**src/hdl/ssc_pkg.sv**
```systemverilog
// Shared types and constants for the servo sweep controller.
// No dependencies; imported by every module of the block.
package ssc_pkg;

    localparam int ANGLE_MAX     = 180;
    localparam int ANGLE_HOME    = 90;
    localparam int DUTY_FULL     = 65535;
    localparam int PWM_PERIOD_US = 20000;
    localparam int SWEEP_BASE_MS = 105;
    localparam int SWEEP_STEP_MS = 10;

    localparam int SPEED_W     = 4;
    localparam int SPEED_MIN   = 1;
    localparam int SPEED_MAX   = 10;
    localparam int SPEED_RESET = 5;

    localparam int ANGLE_W   = 8;
    localparam int VALUE_W   = 8;
    localparam int DUTY_W    = 16;
    localparam int ELAPSED_W = 7;

    typedef enum logic [1:0] {
        REQ_TICK   = 2'd0,
        REQ_ANGLE  = 2'd1,
        REQ_ENABLE = 2'd2,
        REQ_SWEEP  = 2'd3
    } ssc_req_t;

    typedef struct packed {
        ssc_req_t             req_type;
        logic [VALUE_W-1:0]   value;
    } ssc_item_t;

    typedef struct packed {
        logic                 status;
        logic                 drive;
        logic [DUTY_W-1:0]    duty;
        logic [ANGLE_W-1:0]   angle_now;
    } ssc_result_t;

endpackage

```
**src/hdl/ssc_duty_lut.sv**
```systemverilog
// Angle to PWM compare value table, built at elaboration from the pulse limits.
// Depends on ssc_pkg.
module ssc_duty_lut
    import ssc_pkg::*;
#(
    parameter int MIN_PULSE_US = 500,
    parameter int MAX_PULSE_US = 2500
)
(
    input  logic [ANGLE_W-1:0] angle,
    output logic [DUTY_W-1:0]  duty
);

    logic [DUTY_W-1:0] duty_tab [0:ANGLE_MAX];

    for (genvar g = 0; g <= ANGLE_MAX; g++)
    begin : g_entry
        localparam int unsigned PULSE =
            MIN_PULSE_US + (g * (MAX_PULSE_US - MIN_PULSE_US)) / ANGLE_MAX;
        localparam longint unsigned DUTY =
            (longint'(PULSE) * DUTY_FULL) / PWM_PERIOD_US;
        assign duty_tab[g] = DUTY_W'(DUTY);
    end

    // angle never exceeds ANGLE_MAX
    assign duty = duty_tab[angle];

endmodule

```
**src/hdl/ssc_core.sv**
```systemverilog
// Servo state registers and the combinational request evaluation.
// Depends on ssc_pkg and ssc_duty_lut.
module ssc_core
    import ssc_pkg::*;
#(
    parameter int MIN_PULSE_US = 500,
    parameter int MAX_PULSE_US = 2500
)
(
    input  logic               clk,
    input  logic               rst_n,
    input  logic               item_valid,
    input  ssc_item_t          item,
    input  logic [SPEED_W-1:0] sweep_speed,
    output logic               res_valid,
    output ssc_result_t        result
);

    logic [ANGLE_W-1:0]   angle_reg, angle_next;
    logic                 enabled_reg, enabled_next;
    logic                 sweeping_reg, sweeping_next;
    logic                 dir_down_reg, dir_down_next;
    logic [ELAPSED_W-1:0] elapsed_reg, elapsed_next;

    logic [ELAPSED_W-1:0] elapsed_inc;
    logic [ELAPSED_W-1:0] interval;
    logic [ANGLE_W-1:0]   step_angle;
    logic                 step_dir_down;
    logic                 status;
    logic                 drive;
    logic [DUTY_W-1:0]    lut_duty;

    assign elapsed_inc = (elapsed_reg == '1) ? elapsed_reg : elapsed_reg + ELAPSED_W'(1);
    assign interval    = ELAPSED_W'(SWEEP_BASE_MS - SWEEP_STEP_MS * int'(sweep_speed));

    // one degree step, turn round at either end
    always_comb
    begin
        step_angle    = angle_reg;
        step_dir_down = dir_down_reg;
        if (dir_down_reg)
        begin
            if (angle_reg <= ANGLE_W'(1))
            begin
                step_angle    = '0;
                step_dir_down = 1'b0;
            end
            else
            begin
                step_angle = angle_reg - ANGLE_W'(1);
            end
        end
        else
        begin
            if (angle_reg >= ANGLE_W'(ANGLE_MAX - 1))
            begin
                step_angle    = ANGLE_W'(ANGLE_MAX);
                step_dir_down = 1'b1;
            end
            else
            begin
                step_angle = angle_reg + ANGLE_W'(1);
            end
        end
    end

    always_comb
    begin
        angle_next    = angle_reg;
        enabled_next  = enabled_reg;
        sweeping_next = sweeping_reg;
        dir_down_next = dir_down_reg;
        elapsed_next  = elapsed_reg;
        res_valid     = 1'b0;
        status        = 1'b0;
        drive         = 1'b0;
        case (item.req_type)
            REQ_TICK:
            begin
                if (sweeping_reg)
                begin
                    elapsed_next = elapsed_inc;
                    if (enabled_reg && (elapsed_inc >= interval))
                    begin
                        elapsed_next  = '0;
                        angle_next    = step_angle;
                        dir_down_next = step_dir_down;
                        res_valid     = 1'b1;
                        drive         = 1'b1;
                    end
                end
            end
            REQ_ANGLE:
            begin
                res_valid = 1'b1;
                if (item.value > VALUE_W'(ANGLE_MAX))
                begin
                    status = 1'b1;
                end
                else
                begin
                    angle_next = ANGLE_W'(item.value);
                    drive      = enabled_reg;
                end
            end
            REQ_ENABLE:
            begin
                res_valid = 1'b1;
                if (item.value > VALUE_W'(1))
                begin
                    status = 1'b1;
                end
                else
                begin
                    enabled_next = item.value[0];
                    drive        = item.value[0];
                    if (!item.value[0])
                    begin
                        sweeping_next = 1'b0;
                    end
                end
            end
            REQ_SWEEP:
            begin
                res_valid = 1'b1;
                if (item.value > VALUE_W'(1))
                begin
                    status = 1'b1;
                end
                else
                begin
                    sweeping_next = item.value[0];
                    dir_down_next = 1'b0;
                    elapsed_next  = '0;
                end
            end
            default:
            begin
                res_valid = 1'b0;
            end
        endcase
    end

    ssc_duty_lut #(
        .MIN_PULSE_US (MIN_PULSE_US),
        .MAX_PULSE_US (MAX_PULSE_US)
    ) u_duty_lut (
        .angle (angle_next),
        .duty  (lut_duty)
    );

    always_comb
    begin
        result.status    = status;
        result.drive     = drive;
        result.duty      = drive ? lut_duty : '0;
        result.angle_now = angle_next;
    end

    always_ff @(posedge clk or negedge rst_n)
    begin
        if (!rst_n)
        begin
            angle_reg    <= ANGLE_W'(ANGLE_HOME);
            enabled_reg  <= 1'b0;
            sweeping_reg <= 1'b0;
            dir_down_reg <= 1'b0;
            elapsed_reg  <= '0;
        end
        else if (item_valid)
        begin
            angle_reg    <= angle_next;
            enabled_reg  <= enabled_next;
            sweeping_reg <= sweeping_next;
            dir_down_reg <= dir_down_next;
            elapsed_reg  <= elapsed_next;
        end
    end

endmodule

```
**src/hdl/servo_sweep_controller_unit.sv**
```systemverilog
// Servo sweep controller: hobby-servo angle, enable and sweep control with PWM duty output.
// Depends on ssc_pkg, ssc_core and ssc_duty_lut.
//
// Usage:
//   Requests enter on the s_axis group: tuser carries the request kind
//   (tick, set angle, set enable, set sweep), tdata the 8-bit argument.
//   Send one tick request per millisecond to run the sweep.
//   Results leave on the m_axis group: tuser holds status and drive,
//   tdata holds the duty value and the current angle. Every command gives
//   one result; a tick gives one only when the sweep takes a step.
//   cfg_we/cfg_wdata write the sweep speed (1..10); other values are dropped.
//   Write it only while no request is in flight.
// Timing:
//   A request is held in the input register, is evaluated against
//   the servo state in one pass and lands in the result register at the next
//   edge once the result register is free; m_axis_tvalid then rises. One
//   request per cycle is sustained while the receiver does not stall;
//   the single evaluation pass through the duty table sets it.
//   When the receiver stalls, the result register holds, the input register
//   still takes one more request, then s_axis_tready drops.
// Reset: angle 90, disabled, no sweep, counting up, speed 5, both registers empty.
module servo_sweep_controller_unit
    import ssc_pkg::*;
#(
    parameter int MIN_PULSE_US = 500,
    parameter int MAX_PULSE_US = 2500
)
(
    input  logic               clk,
    input  logic               rst_n,
    // config
    input  logic               cfg_we,
    input  logic [SPEED_W-1:0] cfg_wdata,      // sweep_speed
    // request stream
    input  logic               s_axis_tvalid,
    output logic               s_axis_tready,
    input  logic [7:0]         s_axis_tdata,   // [7:0] value
    input  logic [1:0]         s_axis_tuser,   // [1:0] req_type
    // result stream
    output logic               m_axis_tvalid,
    input  logic               m_axis_tready,
    output logic [23:0]        m_axis_tdata,   // [15:0] duty, [23:16] angle_now
    output logic [1:0]         m_axis_tuser    // [0] status, [1] drive
);

    logic               in_valid_reg;
    ssc_item_t          item_reg;
    logic               out_valid_reg;
    ssc_result_t        result_reg;
    logic [SPEED_W-1:0] speed_reg;

    logic               advance;
    logic               process;
    logic               res_valid;
    ssc_result_t        result;

    // result register frees up when empty or taken this cycle
    assign advance       = !out_valid_reg || m_axis_tready;
    assign process       = in_valid_reg && advance;
    assign s_axis_tready = !in_valid_reg || advance;

    // speed register: keep the old value on an out-of-range write
    always_ff @(posedge clk or negedge rst_n)
    begin
        if (!rst_n)
        begin
            speed_reg <= SPEED_W'(SPEED_RESET);
        end
        else if (cfg_we && (cfg_wdata >= SPEED_W'(SPEED_MIN))
                 && (cfg_wdata <= SPEED_W'(SPEED_MAX)))
        begin
            speed_reg <= cfg_wdata;
        end
    end

    // input register
    always_ff @(posedge clk or negedge rst_n)
    begin
        if (!rst_n)
        begin
            in_valid_reg <= 1'b0;
        end
        else if (s_axis_tready)
        begin
            in_valid_reg <= s_axis_tvalid;
        end
    end

    always_ff @(posedge clk)
    begin
        if (s_axis_tready && s_axis_tvalid)
        begin
            item_reg.req_type <= ssc_req_t'(s_axis_tuser);
            item_reg.value    <= s_axis_tdata;
        end
    end

    ssc_core #(
        .MIN_PULSE_US (MIN_PULSE_US),
        .MAX_PULSE_US (MAX_PULSE_US)
    ) u_core (
        .clk         (clk),
        .rst_n       (rst_n),
        .item_valid  (process),
        .item        (item_reg),
        .sweep_speed (speed_reg),
        .res_valid   (res_valid),
        .result      (result)
    );

    // result register: load on advance; a silent tick leaves it empty
    always_ff @(posedge clk or negedge rst_n)
    begin
        if (!rst_n)
        begin
            out_valid_reg <= 1'b0;
        end
        else if (advance)
        begin
            out_valid_reg <= process && res_valid;
        end
    end

    always_ff @(posedge clk)
    begin
        if (process && res_valid)
        begin
            result_reg <= result;
        end
    end

    assign m_axis_tvalid = out_valid_reg;
    assign m_axis_tdata  = {result_reg.angle_now, result_reg.duty};
    assign m_axis_tuser  = {result_reg.drive, result_reg.status};

`ifndef SYNTHESIS
    // angle on the output never leaves the servo range
    assert property (@(posedge clk) disable iff (!rst_n)
        m_axis_tvalid |-> (m_axis_tdata[23:16] <= 8'(ANGLE_MAX)))
    else $error("angle_now above range");

    // a rejected request must not drive the PWM
    assert property (@(posedge clk) disable iff (!rst_n)
        (m_axis_tvalid && m_axis_tuser[0]) |-> !m_axis_tuser[1])
    else $error("error result with drive set");

    // duty is zero whenever drive is clear
    assert property (@(posedge clk) disable iff (!rst_n)
        (m_axis_tvalid && !m_axis_tuser[1]) |-> (m_axis_tdata[15:0] == '0))
    else $error("nonzero duty without drive");

    // a stalled result stage must not let the core consume a request
    assert property (@(posedge clk) disable iff (!rst_n)
        (out_valid_reg && !m_axis_tready) |-> !process)
    else $error("request processed while result stalled");
`endif

endmodule
```
**config.mk**
```make
export PLATFORM = sky130hd
export DESIGN_NAME = servo_sweep_controller_unit
export DESIGN_NICKNAME = d
export VERILOG_FILES = /design/src/hdl/ssc_pkg.sv /design/src/hdl/ssc_duty_lut.sv /design/src/hdl/ssc_core.sv /design/src/hdl/servo_sweep_controller_unit.sv
export SDC_FILE = /design/constraint.sdc
export NUM_CORES = 1
export LEC_CHECK = 0
export BUFFER_PORTS_ARGS = -buffer_cell sky130_fd_sc_hd__buf_2
export CORE_ASPECT_RATIO = 0.75
export CORE_MARGIN = 2
export CORE_UTILIZATION = 59
export CTS_CLUSTER_DIAMETER = 200
export DETAILED_ROUTE_END_ITERATION = 6
export GPL_ROUTABILITY_DRIVEN = 1
export PLACE_DENSITY = 0.79
export SYNTH_ARGS = -nofsm -noshare
export SYNTH_HDL_FRONTEND = slang
export SYNTH_SLANG_ARGS = --single-unit
```
**constraint.sdc**
```tcl
create_clock -name clk -period 11.4 [get_ports clk]
set_input_delay 2.28 -clock clk [delete_from_list [all_inputs] [get_ports clk]]
set_output_delay 2.28 -clock clk [all_outputs]
set_load 0.005 [all_outputs]
```
==> impl_metrics.tcl, run 1 <==
set metrics [dict create \
    min_period_ns 6.44 \
    leakagePower_nw 2.51 \
    hold_viol 0 \
    synthXorXnorAreaFrac_pct 2.08 \
    drc 0 \
    period_share_pct 56.5 \
    whs_path_depth 2 \
    worst-r2r-cell-count 20 \
    numCtsBuffers 9 \
    drt-initial-drc-count 885 \
    cp_max_fo 25 \
    synth_compound_area_share_pct 34.9 \
    grt.overflow.total 0 \
    routedWlPerCell_um 21.6 \
    final_area_sq_um 6370 \
    ctsResizeCount 0 \
    dieHeight_um 90.5 \
    synth_top_family_by_area "compound AO/OA/AOI/OAI gates" \
    hpwlAfterDp_um 12800 \
    grt_max_degree 56 \
    min_path_type "flip-flop to flip-flop" \
    synth-main-ff-cell "edfxtp_1" \
    cts_tree "built" \
    via_per_inst 7.07 \
    holdWs_ns 0.493 \
    routed_wl_um 19000 \
    arrival_ns 6.49 \
    netlist.area_leader.share_pct 16.8 \
    worstSetupPathType "flip-flop to flip-flop" \
    required_ns 11.44 \
    synthArstFlopShare_pct 42.1 \
    setup_viol 0 \
    yosys.area_share.adder_pct 7.56 \
    fill_cells 826 \
    place_congestion 1.02 \
    critPathLaunchType "flip-flop" \
    synth.avg_cell_area_sq_um 7.89 \
    coreArea_sq_um 9700 \
    clk_path_buf_depth 2 \
    instances_no_fill 881 \
    rows 31 \
    dp_cells 865 \
    route.vias.total 6229 \
    fin_nets 798 \
    die_w_um 119 \
    slew_violations 0 \
    area_delta_synth_final_pct 8.18 \
    synth_top_area_cell "edfxtp_1" \
    worst_pin_slew_ns 0.917 \
    synthDistinctLibCells 87 \
    clock_skew_ns 0.00585 \
    grt_usage_pct 35.7 \
    diodes 0 \
    postPlaceCellArea_sq_um 6050 \
    post_cts_buffers 0 \
    multi_input_area_sq_um 3890 \
    synthMuxAreaShare_pct 1.64 \
    dieArea_sq_um 10800 \
    status "finished, final reports clean" \
    synth_warnings 0 \
    clk_latency_ns 0.34 \
    synth_seq_area_share_pct 27.1 \
    regArea_sq_um 1600 \
    grt_pass1_wl_um 30700 \
    relSlewSlack_pct 38.3 \
    clock_sinks 57 \
    antenna_found_initial 0 \
    numPortBuffers 43 \
    rsz0062_at_grt "no" \
    grt_pass1_vias 5676 \
    synth-simple-area-share_pct 19.3 \
    drive_gt1_share_pct 14.7 \
    synth-seq-cells 57 \
    r2r_slack_ns 4.96 \
    cts_root_buffer "clkbuf_16" \
    max_freq_mhz 155 \
    start_util_pct 60.7 \
    io_pins 47 \
    synth-edff-count 33 \
    first_pass_iters 6 \
    maxCapViolations 0 \
    setup_tns_ns 0 \
    vdd_drop_max_mv 0.138 \
    cts.clk_slew.worst_paths_ns 0.05 \
    yosys-top-cells-area "edfxtp_1, dfrtp_1, ha_1" \
    cts_hold_buffers 0 \
    netlist_area_sq_um 5890 \
    final_antenna_net_count 0 \
    synthCells 747 \
    largest_reg_flops 21 \
    h-tree-depth 3 \
    end_kind "flip-flop" \
    powerDensity_nw_per_um2 252 \
]
==> area by class of cell <==
cell class / instances / share of cell area, %
inverter: 31 / 1.83
timing repair buffer: 52 / 4.44
multi-input combinational: 593 / 61.0
clock buffer: 11 / 3.81
sequential: 57 / 25.1
tap: 132 / 2.59
clock inverter: 5 / 1.22
==> final timing paths <==
kind,startpoint,endpoint
worst max-delay path,speed_reg[1]$_DFFE_PN0P_,m_axis_tdata[6]$_SDFFCE_PN0P_
worst min register to register,speed_reg[2]$_DFFE_PN1P_,speed_reg[2]$_DFFE_PN1P_
max in group asynchronous,rst_n,u_core.angle_reg[7]$_DFFE_PN0P_
worst min-delay path,speed_reg[2]$_DFFE_PN1P_,speed_reg[2]$_DFFE_PN1P_
min in group asynchronous,rst_n,speed_reg[3]$_DFFE_PN0P_
worst max register to register,speed_reg[1]$_DFFE_PN0P_,m_axis_tdata[6]$_SDFFCE_PN0P_
==> critical path: stages, from the launching register on <==
cell	delay, ns
dfrtp_1	0.44
ha_1	0.32
ha_1	0.21
fa_1	0.52
o21ai_0	0.12
xnor2_1	0.15
ha_1	0.34
a21oi_1	0.16
o221ai_1	0.21
o31ai_1	0.79
nand3_1	0.18
a31oi_2	0.21
buf_4	0.30
inv_1	0.18
ha_1	0.74
inv_1	0.23
nor2_1	0.29
nand2_1	0.09
a32o_1	0.27
o311ai_0	0.30
a311oi_1	0.08
==> layer usage <==
| metal | global-route usage [%] | wire [um] | vias up |
|---|---|---|---|
| li1 | - | - | 2821 |
| met1 | 54.5 | 8400 | 2919 |
| met2 | 47.6 | 7350 | 439 |
| met3 | 12.0 | 2930 | 50 |
| met4 | 9.02 | 349 | 0 |
| met5 | 0 | 0 | - |
==> through the flow <==
stage | utilization (%) | setup WS (ns) | power (mW)
global route | 65.7 | 4.51 | 1.69
floorplan | - | 5.90 | 1.04
global placement | 62.4 | 5.22 | 1.24
detailed placement | 62.4 | 5.07 | 1.26
finish | 65.7 | 4.96 | 1.60
CTS | 65.7 | 5.11 | 1.56
==> cell usage after synthesis (4+ instances only) <==
cell type	n
nand2_1	92
o21ai_0	67
nor2_1	60
a21oi_1	56
clkbuf_1	34
ha_1	34
edfxtp_1	33
nand3_1	28
inv_1	27
buf_2	21
dfrtp_1	18
nor3_1	18
a211oi_1	17
a31oi_1	13
o211ai_1	12
xnor2_1	12
o22ai_1	10
a211o_1	9
a221oi_1	9
a22o_1	8
o221ai_1	8
o31ai_1	8
buf_4	7
dfstp_2	6
a2111oi_0	5
a22oi_1	5
a32oi_1	5
buf_1	5
mux2_2	5
nor4_1	5
o21a_1	5
a21boi_0	4
and2_1	4
and3_1	4
inv_2	4
mux2i_1	4
or2_2	4
==> cells by family (layout without fill, tap and decap cells) <==
family | Yosys count | after routing
AO/OA/AOI/OAI | 291 | 291
adder cells (fa/ha/maj) | 35 | 35
XOR/XNOR | 14 | 14
AND/OR/NAND/NOR | 241 | 241
other | 1 | 3
multiplexers | 9 | 9
buffers and inverters | 99 | 99
flip-flops | 57 | 57
==> cell usage in the layout (no fill, tap or decap), drive strengths merged, types with 9 or more instances in the layout <==
cell and n:
inv 32, a21oi 56, o21ai 69, nor3 19, buf 52, a31oi 13
clkbuf 11, dfrtp 18, a211oi 17, a221oi 12, o211ai 12, edfxtp 33
nand3 28, nand2 94, xnor2 12, nor2 62, ha 34, o22ai 10
a211o 9
==> report_power, final <==
group          total [mW]  internal (mW)  switching (mW)
clock network       0.297          0.197          0.0999
logic               0.983          0.329           0.654
registers           0.323          0.260          0.0624
total                1.60          0.786           0.816
Note: power is estimated with default switching activity, not from simulation.
==> inputs of run 2 (changes only) <==
--- a/config.mk
+++ b/config.mk
@@ -8,11 +8,11 @@
 export BUFFER_PORTS_ARGS = -buffer_cell sky130_fd_sc_hd__buf_2
 export CORE_ASPECT_RATIO = 0.75
 export CORE_MARGIN = 2
-export CORE_UTILIZATION = 59
+export CORE_UTILIZATION = 56
 export CTS_CLUSTER_DIAMETER = 200
 export DETAILED_ROUTE_END_ITERATION = 6
 export GPL_ROUTABILITY_DRIVEN = 1
-export PLACE_DENSITY = 0.79
+export PLACE_DENSITY = 0.78
 export SYNTH_ARGS = -nofsm -noshare
 export SYNTH_HDL_FRONTEND = slang
 export SYNTH_SLANG_ARGS = --single-unit
==> constraint.sdc (replaced) <==
create_clock -name clk -period 5.5 [get_ports clk]
set_input_delay 1.1 -clock clk [delete_from_list [all_inputs] [get_ports clk]]
set_output_delay 1.1 -clock clk [all_outputs]
set_load 0.005 [all_outputs]
==> run 2 against run 1 <==
Against the previous run:
- the run now ends with DRC left
- cell count rose by 6.2%
- via count rose by 5.8%
- first-iteration DRC count rose by 61%
- critical endpoint is now m_axis_tdata[5]$_SDFFCE_PN0P_
- clock power rose by 110%
- non-clock buffer count rose by 51
- hold slack improved by 0.012 ns
- flip-flop and latch count did not move
- sequential share of layout area fell by 2.1 points
- combinational power rose by 150%
- critical path depth did not move
==> impl_metrics.tcl, run 2 (synthesized netlist as in run 1, its figures left out) <==
set metrics [dict create \
    holdWs_ns 0.505 \
    r2r_slack_ns 0.15 \
    required_ns 5.59 \
    holdPathEnd "speed_reg[2]$_DFFE_PN1P_" \
    relSlewSlack_pct 41.4 \
    numCtsBuffers 9 \
    clk_latency_ns 0.34 \
    routedWlPerCell_um 22.9 \
    clk_path_buf_depth 2 \
    dp_cells 903 \
    drt-initial-drc-count 1421 \
    largest_reg_flops 21 \
    place_congestion 1.04 \
    fill_cells 856 \
    cts_tree "built" \
    most-common-layout-cells "nand2_1, o21ai_0, nor2_1, a21oi_1, buf_4" \
    critPathLaunchType "flip-flop" \
    final_common_cell "nand2_1" \
    hpwlAfterDp_um 14600 \
    period_share_pct 97.3 \
    hold_start "speed_reg[2]$_DFFE_PN1P_" \
    leakagePower_nw 2.78 \
    whs_path_depth 2 \
    first_pass_iters 7 \
    setup_viol 0 \
    routed_wl_um 21400 \
    powerDensity_nw_per_um2 533 \
    worst-r2r-cell-count 20 \
    via_per_inst 7.04 \
    route.vias.total 6588 \
    grt.overflow.total 0 \
    start_util_pct 57.5 \
    total_power_mw 3.72 \
    cts.clk_slew.worst_paths_ns 0.06 \
    comb_power_share_pct 65.2 \
    finish.utilization_pct 68.0 \
    coreArea_sq_um 10200 \
    drive_gt1_share_pct 22.1 \
    grt_max_degree 55 \
    grt_usage_pct 37.5 \
    hold_viol 0 \
    clock_skew_ns 0.00773 \
    numPortBuffers 43 \
    fin_nets 849 \
    vdd_drop_max_mv 0.228 \
    diodes 0 \
    instances_no_fill 936 \
    final_antenna_net_count 0 \
    end_kind "flip-flop" \
    drc 19 \
    clock_sinks 57 \
    pwr-share-clk_pct 16.7 \
    max_freq_mhz 187 \
    slew_violations 0 \
    grt_pass1_wl_um 32700 \
    r2r_start "speed_reg[1]$_DFFE_PN0P_" \
    area_delta_synth_final_pct 18.3 \
    violations "DRC" \
    cp_max_fo 12 \
    power_frac_seq_pct 18.0 \
    rows 32 \
    p_sw_mw 1.85 \
    maxCapViolations 0 \
    worstSetupPathType "flip-flop to flip-flop" \
    cts_root_buffer "clkbuf_16" \
    io_pins 47 \
    min_period_ns 5.35 \
    antenna_found_initial 0 \
    die_w_um 122 \
    h-tree-depth 3 \
    p_int_mw 1.87 \
    status "finished, violations left" \
    arrival_ns 5.44 \
    reg2reg_to "m_axis_tdata[5]$_SDFFCE_PN0P_" \
    grt_pass1_vias 5864 \
    sw_frac_of_total_pct 49.8 \
    dieArea_sq_um 11400 \
    worst_pin_slew_ns 0.870 \
    dieHeight_um 92.8 \
    min_path_type "flip-flop to flip-flop" \
    cts_hold_buffers 0 \
]
==> run 2: changes by cell type in the layout (fill, tap and decap cells not counted), moves of 3 or more <==
cell,change
buf_12,+3
inv_1,-3
buf_6,+3
ha_1,-4
clkbuf_16,+3
buf_4,+41
==> run 2: worst max-delay path by stage <==
| stage | from | cells after the start | to | slack (ns) |
|---|---|---|---|---|
| floorplan | speed_reg[1]$_DFFE_PN0P_ | 21 | m_axis_tdata[2]$_SDFFCE_PN0P_ | 0.02 |
| global placement | speed_reg[1]$_DFFE_PN0P_ | 18 | m_axis_tdata[2]$_SDFFCE_PN0P_ | 0.31 |
| detailed placement | speed_reg[1]$_DFFE_PN0P_ | 18 | m_axis_tdata[3]$_SDFFCE_PN0P_ | 0.07 |
| CTS | speed_reg[1]$_DFFE_PN0P_ | 19 | m_axis_tdata[2]$_SDFFCE_PN0P_ | 0.04 |
| global route | speed_reg[3]$_DFFE_PN0P_ | 20 | m_axis_tdata[5]$_SDFFCE_PN0P_ | -0.1 |
| finish | speed_reg[1]$_DFFE_PN0P_ | 20 | m_axis_tdata[5]$_SDFFCE_PN0P_ | 0.15 |
==> run 2: critical path, stage by stage (launching register included) <==
cell and delay (ns):
dfrtp_2 0.42, ha_1 0.31, ha_1 0.22, fa_1 0.52, o21ai_0 0.11, xnor2_1 0.15, ha_1 0.37, nand4_4 0.14
a2111oi_4 0.38, buf_4 0.19, o31ai_4 0.08, a211oi_2 0.28, a311o_2 0.23, inv_2 0.10, ha_1 0.20, buf_4 0.20
mux2_2 0.27, o221a_2 0.25, o31ai_1 0.26, o21ai_0 0.13, o221a_2 0.26
==> run 2: stage by stage <==
step / setup WS, ns / instance area, sq um / TNS [ns]
4_1_cts: 0.0443 / 6660 / 0
5_1_grt: -0.0960 / 6970 / -0.214
6_report: 0.147 / 6970 / 0
2_1_floorplan: 0.0234 / 5900 / 0
3_3_place_gp: 0.307 / 6340 / 0
3_5_place_dp: 0.0688 / 6340 / 0
==> run 2: metal layers <==
| layer | GRT usage (%) | wire length [um] |
|---|---|---|
| met1 | 57.8 | 9160 |
| met2 | 49.0 | 8250 |
| met3 | 12.1 | 3530 |
| met4 | 9.58 | 512 |
| met5 | 0 | 0 |
==> run 2: repair_timing <==
action | in CTS | in global routing
endpoints found under the setup margin | 0 | 10
buffers inserted | 0 | 14
gates resized for setup | 0 | 26
==> run 2: layout make-up <==
cell class                      instances  area (sq um)  area share [%]
Clock inverter                          5          78.8            1.13
Tap cell                              136           170            2.44
Clock buffer                           11           243            3.48
Inverter                               31           123            1.76
Multi-Input combinational cell        593          3980            57.1
Sequential cell                        57          1600            23.0
Timing Repair Buffer                  103           774            11.1
==> run 2: power groups by stage <==
stage | registers [mW] | logic [mW] | clock network (mW)
final | 0.671 | 2.42 | 0.622
after global routing | 0.682 | 2.58 | 0.642
after CTS | 0.665 | 2.12 | 0.625
after detailed placement | 0.673 | 2.11 | 0
after global placement | 0.666 | 2.08 | 0
after floorplan | 0.592 | 1.57 | 0
==> inputs of run 3 (changes only) <==
--- a/config.mk
+++ b/config.mk
@@ -12,7 +12,8 @@
 export CTS_CLUSTER_DIAMETER = 200
 export DETAILED_ROUTE_END_ITERATION = 6
 export GPL_ROUTABILITY_DRIVEN = 1
-export PLACE_DENSITY = 0.78
+export PLACE_DENSITY_LB_ADDON = 0.12
 export SYNTH_ARGS = -nofsm -noshare
 export SYNTH_HDL_FRONTEND = slang
+export SYNTH_HIERARCHICAL = 1
 export SYNTH_SLANG_ARGS = --single-unit
==> run 3 against run 2 <==
Against the previous run:
- the flow still finishes with violations (DRC)
- clock power is 7.2% lower
- combinational power decreased by 32%
- sequential share of layout area up 0.84 points
- die area increased by 2.3%
- via count is 5.3% lower
- design area up 1.7%
- first-iteration DRC count decreased by 27%
- synthesized cell count fell by 5.2%
- critical path type unchanged
- largest power group unchanged
==> impl_metrics.tcl, run 3 <==
set metrics [dict create \
    area_delta_synth_final_pct 17.6 \
    dieHeight_um 93.9 \
    clk_latency_ns 0.34 \
    startpoint "speed_reg[1]$_DFFE_PN0P_" \
    crit_path_frequent_cell "buf_4" \
    routedWlPerCell_um 21.9 \
    violations "DRC" \
    holdWs_ns 0.512 \
    rows 32 \
    start_util_pct 58.2 \
    relSlewSlack_pct 47.0 \
    worstSetupPathType "flip-flop to flip-flop" \
    rsz0062_at_grt "yes" \
    synth_warnings 6 \
    die_w_um 124 \
    synth-main-ff-cell "edfxtp_1" \
    first_pass_iters 7 \
    setup_viol 0 \
    place_congestion 1.02 \
    arrival_ns 5.45 \
    instances_no_fill 897 \
    synth.avg_cell_area_sq_um 8.52 \
    synth_top_area_cell "edfxtp_1" \
    hpwlAfterDp_um 13600 \
    synth-seq-cells 60 \
    yosys-top-cells-area "edfxtp_1, dfrtp_1, ha_1" \
    synth_seq_area_share_pct 28.0 \
    io_pins 47 \
    min_path_type "flip-flop to flip-flop" \
    crit_chain "ha_1, ha_2, fa_1, a21boi_2, xnor2_1, ha_1, nand4_1, o22ai_2, a211oi_2, buf_4, a21oi_4, buf_4, o31ai_4, inv_2, buf_4, ha_2, nand2b_1, nand2_1, mux4_2, nor2b_1, or4_1, a21boi_1" \
    cts_tree "built" \
    fin_nets 801 \
    synthArstFlopShare_pct 40.0 \
    hold_viol 0 \
    cts_root_buffer "clkbuf_16" \
    final_antenna_net_count 0 \
    grt.overflow.total 0 \
    synth-edff-count 36 \
    slew_violations 0 \
    r2r_start "speed_reg[1]$_DFFE_PN0P_" \
    numCtsBuffers 9 \
    clock_sinks 60 \
    coreArea_sq_um 10400 \
    most-common-layout-cells "nand2_1, buf_4, nor2_1, buf_2, edfxtp_1" \
    min_period_ns 5.39 \
    antenna_found_initial 0 \
    end_kind "flip-flop" \
    clk_path_buf_depth 2 \
    max_stage_delay_ns 0.55 \
    netlist.area_leader.share_pct 17.9 \
    powerDensity_nw_per_um2 400 \
    status "finished, violations left" \
    grt_max_degree 45 \
    diodes 0 \
    clock_skew_ns 0.0139 \
    period_share_pct 98.0 \
    netlist_area_sq_um 6030 \
    drc 1 \
    worst_pin_slew_ns 0.791 \
    largest_reg_flops 24 \
    max_freq_mhz 185 \
    synth_most_common_cell "nand2_1" \
    leakagePower_nw 2.81 \
    final_common_cell "nand2_1" \
    synthDistinctLibCells 92 \
    grt_pass1_wl_um 30000 \
    maxCapViolations 0 \
    numPortBuffers 46 \
    synthCells 708 \
    required_ns 5.56 \
    drive_gt1_share_pct 25.9 \
    finish.utilization_pct 68.4 \
    h-tree-depth 3 \
    hold_start "m_axis_tvalid$_DFFE_PN0P_" \
    cts.clk_slew.worst_paths_ns 0.06 \
    dieArea_sq_um 11600 \
    via_per_inst 6.95 \
    drt-initial-drc-count 1032 \
    crit_path_top_delay_cell "fa_1" \
    route.vias.total 6236 \
    vdd_drop_max_mv 0.230 \
    grt_pass1_vias 5573 \
    routed_wl_um 19600 \
    grt_usage_pct 33.8 \
    netlist_top_cells_count "nand2_1, nor2_1, o21ai_0" \
    dp_cells 865 \
    total_power_mw 2.84 \
    critPathLaunchType "flip-flop" \
    cp_max_fo 7 \
]
[run 3: final timing paths]
kind / slack [ns] / to / cells after the start
max: 0.11 / m_axis_tdata[2]$_DFFE_PP_ / 22
min: 0.51 / m_axis_tvalid$_DFFE_PN0P_ / 2
max reg2reg: 0.11 / m_axis_tdata[2]$_DFFE_PP_ / 22
min reg2reg: 0.51 / m_axis_tvalid$_DFFE_PN0P_ / 2
max in group asynchronous: 4.35 / u_core/elapsed_reg[1]$_DFFE_PN0P_ / 1
min in group asynchronous: 0.75 / u_core/angle_reg[2]$_DFFE_PN0P_ / 1
[run 3: timing repair]
action                     4_1_cts  5_1_grt
gates resized for setup          2       42
pin swaps                        0       12
hold buffers                     0        0
hold endpoints to repair         0        0
buffers inserted                 0       14
cloned                           0        2
setup endpoints to repair        4       10
[run 3: layout make-up]
cell class / count / area, sq um
flip-flops and latches: 60 / 1690
fillers: 806 / 3280
inverters: 25 / 93.8
clock inverters: 6 / 63.8
well taps: 136 / 170
multi-input cells: 556 / 4070
repair buffers: 104 / 762
clock buffers: 10 / 239
[run 3: cells by family after synthesis]
group                      after synthesis  share of synthesized area [%]
and+or+nand+nor                        222                           19.0
buffers and inverters                   94                           7.32
other                                    1                         0.0622
DFF                                     60                           28.0
muxes                                   28                           5.64
AOI/OAI and AO/OA                      262                           32.2
xor gates and xnor gates                13                           1.89
adders and majority gates               28                           5.85
[run 3: stage by stage]
stage	setup TNS, ns	cell area (sq um)	setup slack [ns]
final	0	7090	0.108
after global routing	-0.385	7090	-0.0855
after CTS	0	6790	0.00277
after detailed placement	-0.123	6480	-0.0527
after global placement	0	6480	0.0734
after floorplan	0	6060	0.0410
[run 3: power breakdown]
group          internal [mW]  switching (mW)
Sequential             0.539          0.0747
Combinational          0.702           0.947
Clock                  0.362           0.215
Total                   1.60            1.24
[run 3: critical path: cells and delay by family (launching register included)]
| family | cells | cell delay (ns) |
|---|---|---|
| AOI/OAI and AO/OA | 6 | 0.99 |
| xor gates and xnor gates | 1 | 0.11 |
| adders and majority gates | 5 | 1.62 |
| buffers and inverters | 4 | 0.64 |
| DFF | 1 | 0.39 |
| muxes | 1 | 0.45 |
| and+or+nand+nor | 5 | 0.94 |
[run 3: per-layer routing]
layer  global-route usage [%]  wire (um)
met1                     49.6       8360
met2                     45.7       8060
met3                     12.9       2770
met4                     8.52        455
met5                        0          0
